**src/rtl/r2h_pkg.sv**
```systemverilog
// Shared types and widths for the RGB to HSV converter.
// Used by the front stage, the divider cells and the top level.
package r2h_pkg;

  localparam int CHANNEL_BITS  = 8;
  localparam int FRACTION_BITS = 16;
  // Six times delta needs three bits more than a channel.
  localparam int HUE_REM_BITS  = CHANNEL_BITS + 3;
  // Signed hue numerator before the wrap into one turn.
  localparam int NUM_BITS      = CHANNEL_BITS + 4;

  typedef struct packed {
    logic [CHANNEL_BITS-1:0] red;
    logic [CHANNEL_BITS-1:0] green;
    logic [CHANNEL_BITS-1:0] blue;
  } pix_t;

  typedef struct packed {
    logic [FRACTION_BITS-1:0] hue_turn;
    logic [FRACTION_BITS-1:0] saturation;
    logic [CHANNEL_BITS-1:0]  brightness;
  } hsv_t;

  // Work in flight through the chain of divider cells.
  typedef struct packed {
    logic                     valid;
    logic                     hue_zero;
    logic                     sat_zero;
    logic [CHANNEL_BITS-1:0]  bright;
    logic [CHANNEL_BITS-1:0]  sat_div;
    logic [CHANNEL_BITS-1:0]  sat_rem;
    logic [FRACTION_BITS-1:0] sat_low;
    logic [FRACTION_BITS-1:0] sat_quo;
    logic [HUE_REM_BITS-1:0]  hue_div;
    logic [HUE_REM_BITS-1:0]  hue_rem;
    logic [FRACTION_BITS-1:0] hue_quo;
  } stage_t;

endpackage

```
**src/rtl/r2h_front.sv**
```systemverilog
// Front end of the converter: max, min, delta, hue numerator and the
// initial remainders for both divisions. Depends on r2h_pkg.
module r2h_front (
  input  logic            clk,
  input  logic            rst_n,
  input  logic            in_valid,
  input  r2h_pkg::pix_t   in_pixel,
  output r2h_pkg::stage_t stage_o
);

  localparam int CB = r2h_pkg::CHANNEL_BITS;
  localparam int FB = r2h_pkg::FRACTION_BITS;
  localparam int HR = r2h_pkg::HUE_REM_BITS;
  localparam int NB = r2h_pkg::NUM_BITS;

  // First step: find the largest and smallest channel.
  logic                a_valid_r;
  r2h_pkg::pix_t       a_pix_r;
  logic [CB-1:0]       a_mx_r, a_mn_r;
  logic [CB-1:0]       mx_nxt, mn_nxt, rg_max, rg_min;

  always_comb begin
    rg_max = (in_pixel.red > in_pixel.green) ? in_pixel.red : in_pixel.green;
    rg_min = (in_pixel.red < in_pixel.green) ? in_pixel.red : in_pixel.green;
    mx_nxt = (rg_max > in_pixel.blue) ? rg_max : in_pixel.blue;
    mn_nxt = (rg_min < in_pixel.blue) ? rg_min : in_pixel.blue;
  end

  always_ff @(posedge clk) begin
    if (!rst_n) begin
      a_valid_r <= 1'b0;
    end else begin
      a_valid_r <= in_valid;
    end
    a_pix_r <= in_pixel;
    a_mx_r  <= mx_nxt;
    a_mn_r  <= mn_nxt;
  end

  // Second step: delta, the wrapped hue numerator and the saturation dividend.
  logic [CB-1:0]        delta;
  logic [HR-1:0]        delta_ext, six_delta;
  logic signed [NB-1:0] r_s, g_s, b_s, d_s, six_s, num, num_wrap;
  logic [CB+FB-1:0]     sat_dividend;
  r2h_pkg::stage_t      stage_nxt, stage_r;

  always_comb begin
    delta     = a_mx_r - a_mn_r;
    delta_ext = {{(HR-CB){1'b0}}, delta};
    six_delta = (delta_ext << 2) + (delta_ext << 1);
    r_s   = $signed({{(NB-CB){1'b0}}, a_pix_r.red});
    g_s   = $signed({{(NB-CB){1'b0}}, a_pix_r.green});
    b_s   = $signed({{(NB-CB){1'b0}}, a_pix_r.blue});
    d_s   = $signed({{(NB-CB){1'b0}}, delta});
    six_s = $signed({{(NB-HR){1'b0}}, six_delta});
    // Red wins ties, then green.
    if (a_pix_r.red == a_mx_r) begin
      num = g_s - b_s;
    end else if (a_pix_r.green == a_mx_r) begin
      num = (d_s <<< 1) + b_s - r_s;
    end else begin
      num = (d_s <<< 2) + r_s - g_s;
    end
    num_wrap = num[NB-1] ? (num + six_s) : num;
    // delta * (2^FB - 1), the top bits start the long division.
    sat_dividend = {delta, {FB{1'b0}}} - {{FB{1'b0}}, delta};

    stage_nxt          = '0;
    stage_nxt.valid    = a_valid_r;
    stage_nxt.hue_zero = (delta == '0);
    stage_nxt.sat_zero = (a_mx_r == '0);
    stage_nxt.bright   = a_mx_r;
    stage_nxt.sat_div  = a_mx_r;
    stage_nxt.sat_rem  = sat_dividend[CB+FB-1:FB];
    stage_nxt.sat_low  = sat_dividend[FB-1:0];
    stage_nxt.hue_div  = six_delta;
    stage_nxt.hue_rem  = num_wrap[HR-1:0];
  end

  always_ff @(posedge clk) begin
    if (!rst_n) begin
      stage_r.valid <= 1'b0;
    end else begin
      stage_r <= stage_nxt;
    end
  end

  assign stage_o = stage_r;

endmodule

```
**src/rtl/r2h_cell.sv**
```systemverilog
// One divider cell: a restoring step for saturation and for hue, giving
// one quotient bit of each per pixel. Depends on r2h_pkg.
module r2h_cell (
  input  logic            clk,
  input  logic            rst_n,
  input  r2h_pkg::stage_t stage_i,
  output r2h_pkg::stage_t stage_o
);

  localparam int CB = r2h_pkg::CHANNEL_BITS;
  localparam int FB = r2h_pkg::FRACTION_BITS;
  localparam int HR = r2h_pkg::HUE_REM_BITS;

  logic [CB:0]     sat_trial, sat_diff;
  logic [HR:0]     hue_trial, hue_diff;
  logic            sat_ge, hue_ge;
  r2h_pkg::stage_t stage_nxt, stage_r;

  always_comb begin
    // Bring down the next dividend bit; the hue dividend's low bits are zero.
    sat_trial = {stage_i.sat_rem, stage_i.sat_low[FB-1]};
    sat_diff  = sat_trial - {1'b0, stage_i.sat_div};
    sat_ge    = (sat_trial >= {1'b0, stage_i.sat_div});
    hue_trial = {stage_i.hue_rem, 1'b0};
    hue_diff  = hue_trial - {1'b0, stage_i.hue_div};
    hue_ge    = (hue_trial >= {1'b0, stage_i.hue_div});

    stage_nxt         = stage_i;
    stage_nxt.sat_rem = sat_ge ? sat_diff[CB-1:0] : sat_trial[CB-1:0];
    stage_nxt.sat_low = {stage_i.sat_low[FB-2:0], 1'b0};
    stage_nxt.sat_quo = {stage_i.sat_quo[FB-2:0], sat_ge};
    stage_nxt.hue_rem = hue_ge ? hue_diff[HR-1:0] : hue_trial[HR-1:0];
    stage_nxt.hue_quo = {stage_i.hue_quo[FB-2:0], hue_ge};
  end

  always_ff @(posedge clk) begin
    if (!rst_n) begin
      stage_r.valid <= 1'b0;
    end else begin
      stage_r <= stage_nxt;
    end
  end

  assign stage_o = stage_r;

endmodule

```
**src/rtl/rgb_to_hsv_converter_unit.sv**
```systemverilog
// RGB to HSV converter: two front stages, a chain of FRACTION_BITS divider
// cells (one quotient bit each) and an output register; 19 stages in all.
// Throughput: one pixel per clock; busy is never raised.
// A pixel passes the front, cell and output registers before out_valid rises.
// The result beat is shown for one cycle; the receiver cannot stall.
// Reset (rst_n low, synchronous) clears every valid bit; data is not reset.
module rgb_to_hsv_converter_unit (
  input  logic          clk,
  input  logic          rst_n,
  input  logic          start,
  output logic          busy,
  input  r2h_pkg::pix_t in_pixel,
  output logic          out_valid,
  output r2h_pkg::hsv_t out_hsv
);

  localparam int FB      = r2h_pkg::FRACTION_BITS;
  localparam int LATENCY = FB + 3;

  r2h_pkg::stage_t chain [FB+1];
  logic            in_fire;
  logic            out_valid_r;
  r2h_pkg::hsv_t   out_hsv_r, out_hsv_nxt;

  assign busy    = 1'b0;
  assign in_fire = start & ~busy;

  r2h_front u_front (
    .clk      (clk),
    .rst_n    (rst_n),
    .in_valid (in_fire),
    .in_pixel (in_pixel),
    .stage_o  (chain[0])
  );

  for (genvar i = 0; i < FB; i++) begin : g_cell
    r2h_cell u_cell (
      .clk     (clk),
      .rst_n   (rst_n),
      .stage_i (chain[i]),
      .stage_o (chain[i+1])
    );
  end

  // Black pixels zero everything; gray pixels zero the hue.
  always_comb begin
    out_hsv_nxt.hue_turn   = chain[FB].hue_zero ? '0 : chain[FB].hue_quo;
    out_hsv_nxt.saturation = chain[FB].sat_zero ? '0 : chain[FB].sat_quo;
    out_hsv_nxt.brightness = chain[FB].bright;
  end

  always_ff @(posedge clk) begin
    if (!rst_n) begin
      out_valid_r <= 1'b0;
    end else begin
      out_valid_r <= chain[FB].valid;
    end
    out_hsv_r <= out_hsv_nxt;
  end

  assign out_valid = out_valid_r;
  assign out_hsv   = out_hsv_r;

  a_latency : assert property (@(posedge clk) disable iff (!rst_n)
    in_fire |-> ##LATENCY out_valid)
    else $error("accepted pixel did not produce a result beat on time");

  a_black : assert property (@(posedge clk) disable iff (!rst_n)
    (out_valid && out_hsv.brightness == '0) |->
      (out_hsv.saturation == '0 && out_hsv.hue_turn == '0))
    else $error("black pixel gave nonzero hue or saturation");

  a_no_phantom : assert property (@(posedge clk) disable iff (!rst_n)
    (out_valid && $past(rst_n, LATENCY)) |-> $past(in_fire, LATENCY))
    else $error("result beat without an accepted pixel");

endmodule

```
**config.mk**
```make
export PLATFORM = sky130hd
export DESIGN_NAME = rgb_to_hsv_converter_unit
export DESIGN_NICKNAME = d
export VERILOG_FILES = /design/src/rtl/r2h_pkg.sv /design/src/rtl/r2h_front.sv /design/src/rtl/r2h_cell.sv /design/src/rtl/rgb_to_hsv_converter_unit.sv
export SDC_FILE = /design/constraint.sdc
export NUM_CORES = 2
export LEC_CHECK = 0
export ABC_AREA = 1
export BUFFER_PORTS_ARGS = -buffer_cell sky130_fd_sc_hd__buf_4
export CORE_MARGIN = 10
export CORE_UTILIZATION = 65
export CTS_BUF_LIST = sky130_fd_sc_hd__clkbuf_16
export DETAILED_ROUTE_END_ITERATION = 16
export MAX_ROUTING_LAYER = met4
export PLACE_DENSITY = 0.82
export SLEW_MARGIN = 20
export SYNTH_ARGS = -nofsm -noshare
export SYNTH_HDL_FRONTEND = slang
export SYNTH_SLANG_ARGS = --single-unit
```
**constraint.sdc**
```tcl
create_clock -name clk -period 13.2 [get_ports clk]
set_input_delay 2.64 -clock clk [delete_from_list [all_inputs] [get_ports clk]]
set_output_delay 2.64 -clock clk [all_outputs]
set_load 0.005 [all_outputs]
```
; Word level (Yosys, flattened, before mapping)
; Cells that the tools add are included.
[totals]
ff_bits = 1157
wordCells = 305
[classes]
n_eq_ne = 2
magnitude_cmp = 36
addsub = 39
n_reduce_logical = 2
n_mux = 37
[op_table]
columns = cell, count
row1 = 12-bit by 11-bit greater-or-equal comparator with 1-bit output, 16
row2 = 11-bit two-way mux, 16
row3 = 11-bit subtractor, 15
row4 = 8-bit two-way mux, 19
row5 = 9-bit by 8-bit greater-or-equal comparator with 1-bit output, 16
row6 = 8-bit subtractor, 16
row7 = 12-bit two-way mux, 2
row8 = 12-bit by 9-bit subtractor with 12-bit output, 2
row9 = 24-bit by 8-bit subtractor with 24-bit output, 1
row10 = 8-bit == test, 2
row11 = 8-bit greater-than comparator, 2
row12 = 8-bit zero test, 2
row13 = 8-bit less-than comparator, 2
row14 = 10-bit by 8-bit adder with 11-bit output, 1
row15 = 10-bit by 9-bit adder with 11-bit output, 1
row16 = 11-bit adder, 1
row17 = 9-bit by 8-bit adder with 10-bit output, 1
row18 = 8-bit by 8-bit subtractor with 9-bit output, 1

; Logic depth before layout (Yosys ltp)
[depth]
depth_word = 7
depth_mapped = 35

; Modules after synthesis
; A second synthesis with hierarchy kept.
[unflattened]
hier_cells = 6791
area_unflattened_um2 = 77618.2
[modules_own_cells]
columns = module, area_each_um2, seq_area_each_um2, instances, cells_per_inst
row1 = r2h_cell (g_cell[0].u_cell ...), 4324.1, 2872.8, 8, 361
row2 = r2h_cell (g_cell[14].u_cell ...), 4317.9, 2872.8, 7, 364
row3 = r2h_front, 7367.1, 2402.3, 1, 880
row4 = r2h_cell (g_cell[4].u_cell), 4285.4, 2872.8, 1, 362
row5 = rgb_to_hsv_converter_unit, 1147.4, 820.8, 1, 113

; Least setup slack after synthesis
; OpenSTA, ideal clock, no wires.
[synth_timing]
kind = input-to-reg
start = input port in_pixel[13] (netlist name)
end = register u_front.a_mn_r[0]
t_arrival_ps = 5241
path_slack_ps = 7845
cell_stages = 16
path_cell_list = inv_1 > ha_1 > a21oi_1 > nor2_1 > a211oi_2 > nand2_1 > clkbuf_1 > nand2_1 > o21ai_0 > ha_1 > a21oi_1 > nor2_1 > a211oi_1 > nand2_1 > nand2_1 > nand2_1
[synth_via]
elab_chain_cells = 4
[synth_lines]
columns = element, line_no
row1 = from (decl), rgb_to_hsv_converter_unit.sv:12  ; input r2h_pkg::pix_t in_pixel,
row2 = 8-bit less-than comparator, r2h_front.sv:24  ; rg_min = (in_pixel.red < in_pixel.green) ? in_pixel.red : in_pixel.green;
row3 = 8-bit two-way mux (*), r2h_front.sv:24
row4 = 8-bit less-than comparator, r2h_front.sv:26  ; mn_nxt = (rg_min < in_pixel.blue) ? rg_min : in_pixel.blue;
row5 = 8-bit two-way mux (*), r2h_front.sv:26
row6 = net u_front.mn_nxt[0], r2h_front.sv:20  ; logic [CB-1:0] mx_nxt, mn_nxt, rg_max, rg_min;
row7 = to (signal assigned), r2h_front.sv:37  ; a_mn_r <= mn_nxt;
row8 = to (decl), r2h_front.sv:19  ; logic [CB-1:0] a_mx_r, a_mn_r;
; The timed path passes the listed nets; every way through them passes the cells marked *.
; A chain may end at the register's enable or synchronous reset.

; Worst setup path after layout
[layout_timing]
start = register u_front.a_mx_r[0]
end = register u_front.stage_r, in the netlist u_front.stage_o[26] (data pin)
[layout_via]
elab_chain_cells = 7
word_cells_on_any_way = 12
cone_classes = add/sub (7) / eq/ne (2) / mux (3)
[layout_lines]
columns = element, line_no
row1 = from (decl), r2h_front.sv:19
row2 = from (signal assigned), r2h_front.sv:36  ; a_mx_r <= mx_nxt;
row3 = 8-bit subtractor, r2h_front.sv:48  ; delta = a_mx_r - a_mn_r;
row4 = 10-bit by 8-bit adder with 11-bit output / 9-bit by 8-bit adder with 10-bit output (equally long branches), "r2h_front.sv:62, r2h_front.sv:60"
row5 = "12-bit by 9-bit subtractor with 12-bit output, on equally long branches", "r2h_front.sv:62, r2h_front.sv:60"
row6 = 12-bit two-way mux, r2h_front.sv:59  ; end else if (a_pix_r.green == a_mx_r) begin
row7 = 12-bit two-way mux, r2h_front.sv:57  ; if (a_pix_r.red == a_mx_r) begin
row8 = 11-bit adder, r2h_front.sv:64  ; num_wrap = num[NB-1] ? (num + six_s) : num;
row9 = 11-bit two-way mux (*), r2h_front.sv:64
row10 = net u_front.num_wrap[10], r2h_front.sv:43  ; logic signed [NB-1:0] r_s, g_s, b_s, d_s, six_s, num, num_wrap;
row11 = to (signal assigned), r2h_front.sv:84  ; stage_r <= stage_nxt;
row12 = to (decl), r2h_front.sv:45  ; r2h_pkg::stage_t stage_nxt, stage_r;
; Marks and branches as above.

==> impl_metrics.env <==
export IMPL_setup_viol=0
export IMPL_cp_slowest_cell="xor2_1"
export IMPL_fin_nets=4965
export IMPL_final_util_pct=72.72
export IMPL_grt_pass1_vias=31410
export IMPL_die_width_um=300.8
export IMPL_p_switching_mw=5.510
export IMPL_required_ps=13630
export IMPL_num_antenna_cells=0
export IMPL_p_sw_share_pct=37.46
export IMPL_status="complete, no violations"
export IMPL_rsz0062_at_grt="false"
export IMPL_final_cells=5646
export IMPL_internal_power_mw=9.198
export IMPL_worstPathMaxFanout=7
export IMPL_cts_tree="built"
export IMPL_crit_top_cell="nand2_1"
export IMPL_hp_class="flip-flop to flip-flop"
export IMPL_cts_buffers=108
export IMPL_core_area_um2=77850
export IMPL_antenna_found_initial=0
export IMPL_antenna_left=0
export IMPL_hold_buffers=0
export IMPL_final_hold_violation_count=0
export IMPL_crit_path_end_kind="flip-flop"
export IMPL_place_inst=5443
export IMPL_max_slew_margin_rel_pct=24.56
export IMPL_insertion_delay_ps=680
export IMPL_hold_path_startpoint="g_cell[15].u_cell.stage_o[91]$_DFFE_PP_"
export IMPL_synthDistinctLibCells=60
export IMPL_clkTransAtPathRegs_ps=60
export IMPL_cts_htree_levels=3
export IMPL_postCtsSetupRepairBufs=0
export IMPL_row_count=102
export IMPL_cp_num_buf_inv=2
export IMPL_initial_core_util_pct=65.84
export IMPL_met2_length_um=49590
export IMPL_period_share_pct=44.94
export IMPL_vias=30760
export IMPL_routedWlPerCell_um=16.28
export IMPL_avgViaCountPerCell=5.448
export IMPL_pwr_share_seq_pct=36.1
export IMPL_arrival_ps=6360
export IMPL_layout_drive_gt1_share_pct=7.078
export IMPL_min_path_cells=0
export IMPL_synth_async_sr_flop_share_pct=0
export IMPL_avgSynthCellArea_um2=11.71
export IMPL_crit_path_max_incr_delay_ps=750
export IMPL_grt_max_degree=189
export IMPL_finalMaxSlewViolations=0
export IMPL_drt_iter0_markers=2211
export IMPL_tightest_slew_ps=1132
export IMPL_netlist_area_um2=51250
export IMPL_cts_path_max_buffers=3
export IMPL_top_layer="met4"
export IMPL_io_pin_count=69
export IMPL_wl_met1_um=35830
export IMPL_ir_worst_vdd_mv=0.3098
export IMPL_yosysWarnings=0
export IMPL_critPathKind="flip-flop to flip-flop"
export IMPL_dr_pass1_iters=6
export IMPL_clock_sinks=1091
export IMPL_drc=0
export IMPL_min_to="out_hsv[5]$_DFF_P_"
export IMPL_dieArea_um2=90480
export IMPL_gr_total_overflow=0
export IMPL_synth_seq_cells=1091
export IMPL_finalSetupTns_ps=0
export IMPL_grtUsageTotal_pct=20.84
export IMPL_routed_wl_um=91920
export IMPL_area_growth_pct=10.46
export IMPL_synthCells=4377
export IMPL_r2r_cells=30
export IMPL_skew_ps=48.64
export IMPL_ys_seq_area_share_pct=61.99
export IMPL_cp_start_kind="flip-flop"
export IMPL_synth_edff_count=992
export IMPL_p_clk_share_pct=21.8
export IMPL_io_buffers=67
export IMPL_period_minus_slack_ps=5932
export IMPL_comb_power_share_pct=42.1
export IMPL_wl_met3_um=3675
export IMPL_r2r_end="u_front.stage_o[26]$_DFFE_PP_"
export IMPL_grt_pass1_wl_um=150600
export IMPL_max_cap_violations=0
export IMPL_path_delay_family="adder cells"
export IMPL_reg2reg_slack_ps=7270
export IMPL_synth_flop_cell="edfxtp_1"
export IMPL_r2r_start="u_front.a_mx_r[0]$_DFF_P_"
export IMPL_cts_resized=0
export IMPL_place_gp_congestion=0.8903
export IMPL_hpwl_um=62200
export IMPL_root_buffer="clkbuf_16"
export IMPL_leakage_nw=24.01
export IMPL_power_density_nw_per_um2=259.8
export IMPL_fmax_mhz=168.6
export IMPL_chipHeight_um=300.8
export IMPL_synth_nets=4829
## power groups by stage
stage | clock, mW | sequential (mW) | combinational (mW)
2_1_floorplan | 0 | 5.21 | 4.87
3_3_place_gp | 0 | 5.32 | 5.79
3_5_place_dp | 0 | 5.36 | 6.02
4_1_cts | 3.26 | 5.31 | 6.14
5_1_grt | 3.39 | 5.38 | 7.02
6_report | 3.21 | 5.31 | 6.19
## synthesized netlist by cell type (all sizes together), types with 2 or more instances
cell type | instances | share of area, %
o41ai | 4 | 0.083
a21boi | 2 | 0.029
buf | 36 | 0.58
a31oi | 15 | 0.18
a311o | 2 | 0.039
edfxtp | 992 | 58
xor2 | 142 | 2.4
a221oi | 2 | 0.034
xnor2 | 97 | 1.7
o221ai | 8 | 0.14
and2 | 3 | 0.039
nand3 | 91 | 1.0
dfxtp | 99 | 3.9
a211oi | 23 | 0.36
ha | 387 | 9.4
inv | 683 | 5.0
a21o | 19 | 0.28
nor2 | 317 | 2.4
nand2 | 638 | 4.8
a311oi | 4 | 0.068
fa | 38 | 1.5
nor3 | 39 | 0.38
clkinv | 4 | 0.039
o31ai | 5 | 0.073
o211ai | 5 | 0.073
or2 | 11 | 0.13
o21bai | 12 | 0.18
or4 | 3 | 0.044
o21ai | 276 | 2.7
clkbuf | 11 | 0.081
nor4 | 2 | 0.024
a21oi | 358 | 3.6
nor3b | 2 | 0.029
and3 | 2 | 0.024
nand4 | 37 | 0.48
## per-stage QoR
stage               hold WS [ps]  area (um^2)  setup WS (ps)  total power, mW
floorplan                  323.3        51250           7845            10.08
global placement           325.6        52830           6651            11.11
detailed placement         328.8        52830           6628            11.38
CTS                        343.0        56610           7358            14.70
global route               347.1        56610           6795            15.79
finish                     338.0        56610           7268            14.71
## sequential cells by signal, indices dropped and copies added, names as in the netlist
signal and count:
out_hsv 40, u_front.a_valid_r 1, u_front.stage_o 53, u_front.a_mn_r 8, u_front.a_mx_r 8, g_cell.u_cell.stage_o 956
u_front.a_pix_r 24, out_valid 1
## cells by family (layout without fill, tap and decap cells)
kind of cell    after synthesis  in the layout  share of synthesized area (%)
simple gates               1147           1147                          9.379
other cells                   1              1                       0.007317
buf+inv                     734            963                          5.703
flops                      1091           1091                          61.99
compound gates              740            740                          7.907
xor+xnor                    239            239                          4.084
fa+ha+maj                   425            425                          10.93
## per-layer routing
metal / GRT usage, % / vias to the layer above
met3: 2.767 / 234
li1: - / 15300
met5: - / -
met4: 7.405 / 0
met1: 22.35 / 14540
met2: 38.86 / 689
## cell type report
type / instances / area [um^2]
Sequential cell: 1091 / 31770
Fill cell: 4968 / 21240
Multi-Input combinational cell: 2552 / 16560
Timing Repair Buffer: 73 / 618.1
Tap cell: 1040 / 1301
Clock buffer: 108 / 2703
Inverter: 687 / 2584
Clock inverter: 95 / 1072
## cells in the final DEF, fill, tap and decap left out, drive strengths merged, types with 99 or more instances in the layout
cell    instances
edfxtp        992
inv           695
nand2         638
ha            387
a21oi         358
nor2          317
o21ai         276
xor2          142
clkbuf        108
dfxtp          99
## worst max-delay path by stage
stage	from	end	slack [ps]	depth (start not counted)
floorplan	in_pixel[13]	u_front.a_mn_r[0]$_DFF_P_	7840	16
global placement	in_pixel[13]	u_front.a_mx_r[4]$_DFF_P_	6650	15
detailed placement	in_pixel[13]	u_front.a_mx_r[5]$_DFF_P_	6630	15
CTS	u_front.a_mx_r[0]$_DFF_P_	u_front.stage_o[26]$_DFFE_PP_	7360	30
global route	u_front.a_mx_r[0]$_DFF_P_	u_front.stage_o[26]$_DFFE_PP_	6790	30
finish	u_front.a_mx_r[0]$_DFF_P_	u_front.stage_o[26]$_DFFE_PP_	7270	30
(Power assumes the default switching activity.)
